$ cat config.mk
export PLATFORM = sky130hd
export DESIGN_NAME = serial_motor_command_parser_unit
export DESIGN_NICKNAME = d
export VERILOG_FILES = /design/src/hw/rtl/smcp_pkg.sv /design/src/hw/rtl/smcp_parser.sv /design/src/hw/rtl/serial_motor_command_parser_unit.sv
export SDC_FILE = /design/constraint.sdc
export NUM_CORES = 1
export LEC_CHECK = 0
export ABC_CLOCK_PERIOD_IN_PS = 3900
export CAP_MARGIN = 20
export CORE_UTILIZATION = 60
export CTS_CLUSTER_DIAMETER = 100
export DETAILED_ROUTE_END_ITERATION = 7
export DONT_BUFFER_PORTS = 1
export GPL_TIMING_DRIVEN = 0
export PLACE_DENSITY = 0.8
export SYNTH_ARGS = -nofsm -noshare
export SYNTH_HDL_FRONTEND = slang
export SYNTH_SLANG_ARGS = --single-unit
$ cat constraint.sdc
create_clock -name clk -period 3.9 [get_ports clk]
set_input_delay 0.195 -clock clk [delete_from_list [all_inputs] [get_ports clk]]
set_output_delay 0.195 -clock clk [all_outputs]
set_load 0.05 [all_outputs]
$ cat src/hw/rtl/smcp_pkg.sv
// ----------------------------------------------------------------------------
// smcp_pkg
// Shared types, character codes and helpers for the serial motor command
// parser.
// ----------------------------------------------------------------------------
`default_nettype none

package smcp_pkg;

	// character codes
	localparam logic [7:0] CH_NEWLINE = 8'h0A;
	localparam logic [7:0] CH_MINUS   = 8'h2D;
	localparam logic [7:0] CH_PLUS    = 8'h2B;
	localparam logic [7:0] CH_SPACE   = 8'h20;
	localparam logic [7:0] CH_TAB     = 8'h09;
	localparam logic [7:0] CH_CR      = 8'h0D;
	localparam logic [7:0] CH_ZERO    = 8'h30;
	localparam logic [7:0] CH_NINE    = 8'h39;
	localparam logic [7:0] CH_L       = 8'h4C;
	localparam logic [7:0] CH_R       = 8'h52;
	localparam logic [7:0] CH_A       = 8'h41;

	localparam logic [7:0] MAG_MAX = 8'hFF;

	// command letter taken from the first character of a line
	typedef enum logic [1:0] {
		CMD_NONE  = 2'd0,
		CMD_LEFT  = 2'd1,
		CMD_RIGHT = 2'd2
	} cmd_t;

	// position within the line
	typedef enum logic [2:0] {
		POS_FIRST  = 3'b001,
		POS_SECOND = 3'b010,
		POS_NUMBER = 3'b100
	} pos_t;

	// progress through the number text
	typedef enum logic [3:0] {
		PH_SKIP   = 4'b0001,
		PH_SIGN   = 4'b0010,
		PH_DIGITS = 4'b0100,
		PH_END    = 4'b1000
	} phase_t;

	// motor speed in sign and magnitude form, minus zero never occurs
	typedef struct packed {
		logic       neg;
		logic [7:0] mag;
	} speed_t;

	typedef struct packed {
		speed_t left;
		speed_t right;
	} speeds_t;

	function automatic logic is_digit(input logic [7:0] c);
		return (c >= CH_ZERO) && (c <= CH_NINE);
	endfunction

	function automatic logic is_blank(input logic [7:0] c);
		return (c == CH_SPACE) || ((c >= CH_TAB) && (c <= CH_CR));
	endfunction

endpackage

`default_nettype wire

$ cat src/hw/rtl/smcp_parser.sv
// ----------------------------------------------------------------------------
// smcp_parser
// Line parse state and motor speeds. Takes one character per step and gives
// the speeds that stand after it.
// ----------------------------------------------------------------------------
`default_nettype none

module smcp_parser (
	input  wire logic              clk,
	input  wire logic              arst_n,
	input  wire logic              step,
	input  wire logic [7:0]        rx_byte,
	output smcp_pkg::speeds_t      speeds_next
);
	import smcp_pkg::*;

	speeds_t    speeds_q;
	pos_t       pos_q,     pos_d;
	cmd_t       cmd_q,     cmd_d;
	logic       pre_neg_q, pre_neg_d;
	phase_t     phase_q,   phase_d;
	logic       num_neg_q, num_neg_d;
	logic [7:0] acc_q,     acc_d;
	speeds_t    speeds_d;

	logic       newline;
	logic       digit;
	logic [11:0] acc_sum;
	logic [7:0]  acc_take;

	assign newline = (rx_byte == CH_NEWLINE);
	assign digit   = is_digit(rx_byte);

	// multiply by ten and add the digit, saturating
	assign acc_sum  = {1'b0, acc_q, 3'b000} + {3'b000, acc_q, 1'b0}
		+ {8'd0, rx_byte[3:0]};
	assign acc_take = (acc_sum > {4'd0, MAG_MAX}) ? MAG_MAX : acc_sum[7:0];

	// next state for one character
	always_comb begin
		speeds_d  = speeds_q;
		pos_d     = pos_q;
		cmd_d     = cmd_q;
		pre_neg_d = pre_neg_q;
		phase_d   = phase_q;
		num_neg_d = num_neg_q;
		acc_d     = acc_q;
		if (newline) begin
			if (cmd_q == CMD_LEFT) begin
				speeds_d.left.mag = acc_q;
				speeds_d.left.neg = (pre_neg_q ^ num_neg_q) && (acc_q != 8'd0);
			end else if (cmd_q == CMD_RIGHT) begin
				speeds_d.right.mag = acc_q;
				speeds_d.right.neg = (pre_neg_q ^ num_neg_q) && (acc_q != 8'd0);
			end
			pos_d     = POS_FIRST;
			cmd_d     = CMD_NONE;
			pre_neg_d = 1'b0;
			phase_d   = PH_SKIP;
			num_neg_d = 1'b0;
			acc_d     = 8'd0;
		end else begin
			unique case (pos_q)
				POS_FIRST: begin
					if (rx_byte == CH_L)
						cmd_d = CMD_LEFT;
					else if (rx_byte == CH_R)
						cmd_d = CMD_RIGHT;
					else
						cmd_d = CMD_NONE;
					pos_d = POS_SECOND;
				end
				POS_SECOND: begin
					pre_neg_d = (rx_byte == CH_MINUS);
					pos_d     = POS_NUMBER;
				end
				POS_NUMBER: begin
					unique case (phase_q)
						PH_SKIP: begin
							priority if (is_blank(rx_byte)) begin
								phase_d = PH_SKIP;
							end else if (rx_byte == CH_MINUS || rx_byte == CH_PLUS) begin
								num_neg_d = (rx_byte == CH_MINUS);
								phase_d   = PH_SIGN;
							end else if (digit) begin
								acc_d   = acc_take;
								phase_d = PH_DIGITS;
							end else begin
								phase_d = PH_END;
							end
						end
						PH_SIGN, PH_DIGITS: begin
							if (digit) begin
								acc_d   = acc_take;
								phase_d = PH_DIGITS;
							end else begin
								phase_d = PH_END;
							end
						end
						PH_END: begin
							phase_d = PH_END;
						end
						default: begin
							phase_d = PH_END;
						end
					endcase
				end
				default: begin
					pos_d = POS_FIRST;
				end
			endcase
		end
	end

	assign speeds_next = speeds_d;

	// parse state registers
	always_ff @(posedge clk or negedge arst_n) begin
		if (!arst_n) begin
			speeds_q  <= '0;
			pos_q     <= POS_FIRST;
			cmd_q     <= CMD_NONE;
			pre_neg_q <= 1'b0;
			phase_q   <= PH_SKIP;
			num_neg_q <= 1'b0;
			acc_q     <= 8'd0;
		end else if (step) begin
			speeds_q  <= speeds_d;
			pos_q     <= pos_d;
			cmd_q     <= cmd_d;
			pre_neg_q <= pre_neg_d;
			phase_q   <= phase_d;
			num_neg_q <= num_neg_d;
			acc_q     <= acc_d;
		end
	end

	// a magnitude is only gathered once digits have been read
	a_acc_phase: assert property (@(posedge clk) disable iff (!arst_n)
		(acc_q != 8'd0) |-> (phase_q == PH_DIGITS || phase_q == PH_END))
		else $error("magnitude held outside the digit phase");

	// a command letter is only known after the first character
	a_cmd_pos: assert property (@(posedge clk) disable iff (!arst_n)
		(cmd_q != CMD_NONE) |-> (pos_q != POS_FIRST))
		else $error("command letter set at start of line");

	// no speed is ever minus zero
	a_no_neg_zero: assert property (@(posedge clk) disable iff (!arst_n)
		!(speeds_q.left.neg && speeds_q.left.mag == 8'd0)
		&& !(speeds_q.right.neg && speeds_q.right.mag == 8'd0))
		else $error("negative zero speed");

endmodule

`default_nettype wire

$ cat src/hw/rtl/serial_motor_command_parser_unit.sv
// A newline item passes the input register and then the result register.
// Throughput: one item per cycle unless a newline is stalled; the single output register
// holds results, so a newline waits in the input register while a result is stalled.
// Other characters never wait on the output side.
// Reset: arst_n clears speeds to zero, the line parse state and both valids.
// ----------------------------------------------------------------------------
// serial_motor_command_parser_unit
// Parses newline-terminated L/R motor commands byte by byte and reports both
// motors' duty and direction levels on every newline.
// ----------------------------------------------------------------------------
`default_nettype none

module serial_motor_command_parser_unit (
	input  wire logic       clk,
	input  wire logic       arst_n,
	input  wire logic       in_valid,
	output logic            in_stall,
	input  wire logic [7:0] rx_byte,
	output logic            out_valid,
	input  wire logic       out_stall,
	output logic [7:0]      left_duty,
	output logic            left_dir_level,
	output logic [7:0]      right_duty,
	output logic            right_dir_level
);
	import smcp_pkg::*;

	logic       valid_s1;
	logic [7:0] byte_s1;
	logic       nl_s1;
	logic       out_free;
	logic       adv_s1;
	logic       out_valid_q;
	speeds_t    speeds_next;

	assign nl_s1    = (byte_s1 == CH_NEWLINE);
	assign out_free = !out_valid_q || !out_stall;
	assign adv_s1   = valid_s1 && (!nl_s1 || out_free);
	assign in_stall = valid_s1 && !adv_s1;

	// input register
	always_ff @(posedge clk or negedge arst_n) begin
		if (!arst_n) begin
			valid_s1 <= 1'b0;
		end else if (!in_stall) begin
			valid_s1 <= in_valid;
		end
	end

	always_ff @(posedge clk) begin
		if (!in_stall && in_valid) begin
			byte_s1 <= rx_byte;
		end
	end

	smcp_parser u_parser (
		.clk         (clk),
		.arst_n      (arst_n),
		.step        (adv_s1),
		.rx_byte     (byte_s1),
		.speeds_next (speeds_next)
	);

	// result register
	always_ff @(posedge clk or negedge arst_n) begin
		if (!arst_n) begin
			out_valid_q <= 1'b0;
		end else if (out_free) begin
			out_valid_q <= adv_s1 && nl_s1;
		end
	end

	always_ff @(posedge clk) begin
		if (out_free && adv_s1 && nl_s1) begin
			left_duty       <= speeds_next.left.mag;
			left_dir_level  <= speeds_next.left.neg;
			right_duty      <= speeds_next.right.mag;
			right_dir_level <= !speeds_next.right.neg;
		end
	end

	assign out_valid = out_valid_q;

	// only a newline held behind a full result register blocks the input
	a_stall_cause: assert property (@(posedge clk) disable iff (!arst_n)
		in_stall |-> (valid_s1 && nl_s1 && out_valid_q && out_stall))
		else $error("input stalled without a pending newline");

	// a newline that moves on always produces a result
	a_nl_result: assert property (@(posedge clk) disable iff (!arst_n)
		(adv_s1 && nl_s1) |=> out_valid_q)
		else $error("newline lost its result");

	// a result appears only after a newline moved on
	a_result_src: assert property (@(posedge clk) disable iff (!arst_n)
		$rose(out_valid_q) |-> $past(adv_s1 && nl_s1))
		else $error("result without newline");

endmodule

`default_nettype wire

==> results by group <==
Route
  – Via/cell ratio: 6.052
  – WL final: 5492 um
  – Number of DRC markers in iteration 0: 95
  – Wire per inst: 16.01 um
  – Length of the first detailed-routing pass in iterations: 4
  – # DRC: 0
  – Post-DRT Antenna Nets: 0
  – Via count: 2076

Clock network
  – CTS tree: built
  – Clk slew on worst S/H paths: 0.07 ns
  – Max clock buf depth: 2
  – CTS Buf Count: 9
  – Clock Latency Late Sink: 0.34 ns
  – Post-cts resize count: 0
  – Clock Sinks: 65
  – Postcts setup bufs: 0
  – H-tree depth: 3
  – CTS root buffer: clkbuf_8

Setup path
  – Slowest stage delay, CP: 0.57 ns
  – Critical path type: reg -> reg
  – CP cell instances: fa_1, fa_1, a21o_1, a21oi_1, o21ai_0, mux2i_1, nor3_1, o2bb2ai_1
  – R2R Setup Slk: 0.93 ns
  – Largest fanout on the critical path: 9
  – FF-to-FF End: u_parser.acc_q[6]
  – Cell depth of the worst flop-to-flop path: 8
  – Worst path required time: 4.15 ns
  – Critical Path End Type: register
  – Worst r2r src: byte_s1[3]
  – Crit path DAT: 3.22 ns
  – Startpoint class of the critical path: register
  – Critical-path cell with the highest stage delay: fa_1
  – Most frequent CP cell: fa_1

Timing
  – Final-report hold violation count: 0
  – Min Hold Slack: 0.05457 ns
  – Slew Viols, Final: 0
  – Min Tclk post-route: 2.966 ns
  – Clock skew: 0.01393 ns
  – Fmax: 337.2 MHz
  – Slew margin rel.: 34.30%
  – Final WS setup: 0.9340 ns
  – Worst-Margin Slew: 0.9818 ns
  – RSZ-0062 raised after global routing: no
  – Fin crit share: 76.05%
  – Setup TNS: 0 ns
  – Final setup fails: 0

Yosys
  – Area share of the largest cell type after synthesis: 27.86%
  – Post-synthesis cell count: 245
  – Synth Warn #: 0
  – Netlist Area Pre-Place: 3323 um^2
  – Post-synth EDFFs: 26
  – Synth top cells by count: dfrtp_1 (37), mux2_2 (30), edfxtp_1 (26), ha_1 (15)
  – Cell with the most instances after synthesis: dfrtp_1
  – Synth area leader: dfrtp_1
  – Synthesis-stage register bit count: 65
  – Top FF cell, synth: dfrtp_1
  – Seq/Total Area, Yosys: 52.94%
  – Cell variety after synth: 56
  – Share of synthesized flip-flops with an asynchronous set or reset: 60.00%
  – Top post-synthesis cells by area: dfrtp_1 (28%), edfxtp_1 (23%), mux2_2 (10%), ha_1 (5.6%), mux2_4 (3.6%)
  – Syn avg cell area: 13.56 um^2
  – Post-Syn Nets: 274

Cells and area
  – Final nets: 297
  – Diodes inserted: 0
  – Final Util: 73.27%
  – Reg area: 1759 um^2
  – Layout cells sized above 1: 29.30%
  – Design Area, Final: 3814 um^2
  – Fillers: 327
  – Area of the multi-input gates: 1510 um^2
  – Syn-to-layout area delta: 14.76%

Worst hold path
  – Hold path depth: 2
  – Hold Path Sink: out_valid
  – Hold_sp: out_stall
  – Min-Delay Path Class: in -> reg

Floorplan
  – Area of the core: 5205 um^2
  – Die Wd: 76.42 um
  – Ports: 32
  – Initial core utilization: 63.85%
  – Die area: 5840 um^2
  – Die Span Y: 76.42 um
  – Row count: 26

Job
  – Max Cap Violations: 0

Outcome
  – Status: finished, final reports clean

Placed design
  – Dpl cell area: 3418 um^2
  – IO buf count: 0
  – Pre-CTS setup slack: 0.9826 ns
  – Post-DP HPWL: 3822 um
  – Placer Congestion: 0.8402

Power and ir drop
  – Pwr Density: 431.4 nW/um^2
  – Peak supply drop: 298.0 uV
  – Leakage: 1.702 nW

Global route
  – Vias in the first global route: 2009
  – Largest net degree at the start of global routing: 40
  – Global Route Usage Sum: 21.39%
  – Antenna violations before repair: 0
  – GR Overflow Total: 0
  – Global-route wire length before repair: 9549 um
## critical path, delay by kind of cell (launching register included)
family	cells	cell delay, ns
flip-flops	1	0.51
AND/OR/NAND/NOR	1	0.12
AO/OA/AOI/OAI	4	0.73
multiplexers	1	0.48
adder cells (fa/ha/maj)	2	1.04
## stage by stage
| stage | power [mW] | std cells |
|---|---|---|
| floorplan | 0.8555 | 245 |
| global route | 1.708 | 343 |
| finish | 1.645 | 343 |
| detailed placement | 0.8759 | 316 |
| global placement | 0.8732 | 315 |
| CTS | 1.655 | 343 |
## logic make-up after synthesis
kind of cell	Yosys count	synth area share, %
flops	65	52.94
simple gates	61	11.03
compound gates	45	10.69
mux	42	15.02
fa+ha+maj	17	6.852
buf+inv	8	1.619
xor+xnor	7	1.845
## worst max-delay path by stage
stage | startpoint | endpoint | slack [ns] | cells past startpoint
after floorplan | byte_s1[3] | u_parser.acc_q[4] | 1.23 | 8
after global placement | byte_s1[3] | u_parser.acc_q[7] | 1.01 | 8
after detailed placement | byte_s1[3] | u_parser.acc_q[4] | 0.98 | 8
after CTS | byte_s1[3] | u_parser.acc_q[4] | 0.95 | 8
after global routing | byte_s1[3] | u_parser.acc_q[0] | 0.71 | 8
final | byte_s1[3] | u_parser.acc_q[6] | 0.93 | 8
## cell usage in the layout, fill, tap and decap left out, drive strengths merged, types with 3 or more instances in the layout
cell         Yosys  routed
nand3            4       4
buf              5       7
edfxtp          26      26
xnor2            3       3
dfrtp           37      37
dlygate4sd3      0      10
mux2i            3       3
clkbuf           1      11
inv              2       3
nand3b           4       4
mux2            39      39
o21ai           12      12
nor4             3       3
nor2            12      12
nand2           12      12
ha              15      15
xor2             4       4
o2bb2ai          8       8
bufinv           0       4
nor3            11      11
a21oi            8       8
a32o             3       3
nor2b            3       3
## sequential cells by signal, indices dropped and copies added (netlist names)
name	flops
byte_s1	8
left_dir_level	1
left_duty	8
out_valid	1
right_dir_level	1
right_duty	8
u_parser.acc_q	8
u_parser.cmd_q	2
u_parser.num_neg_q	1
u_parser.phase_q	4
u_parser.pos_q	3
u_parser.pre_neg_q	1
u_parser.speeds_q	18
valid_s1	1
## area by class of cell
type                            count  area share, %
Buffer                              6          1.214
Clock buffer                       10          3.609
Clock inverter                      6          3.609
Inverter                            2         0.1969
Multi-Input combinational cell    172          39.60
Sequential cell                    65          46.13
Tap cell                           70          2.297
Timing Repair Buffer               12          3.346
## where the power goes
group	switching (mW)	internal [mW]	leakage (nW)	total, mW
Combinational	0.0562	0.0553	0.794	0.111
Sequential	0.0346	0.735	0.770	0.769
Clock	0.254	0.510	0.137	0.764
Total	0.345	1.30	1.70	1.65
## metal layers
layer / vias up / track usage (%) / routed length, um
met5: - / 0 / 0
met2: 56 / 34.23 / 2691
met3: 4 / 6.467 / 187
met4: 0 / 6.923 / 28
met1: 1023 / 27.94 / 2584
li1: 993 / - / -
## repair_timing
item / CTS / global route
setup endpoints to repair: 0 / 0
hold endpoints to repair: 48 / 0
hold buffers: 11 / 0
(Power assumes the default switching activity.)
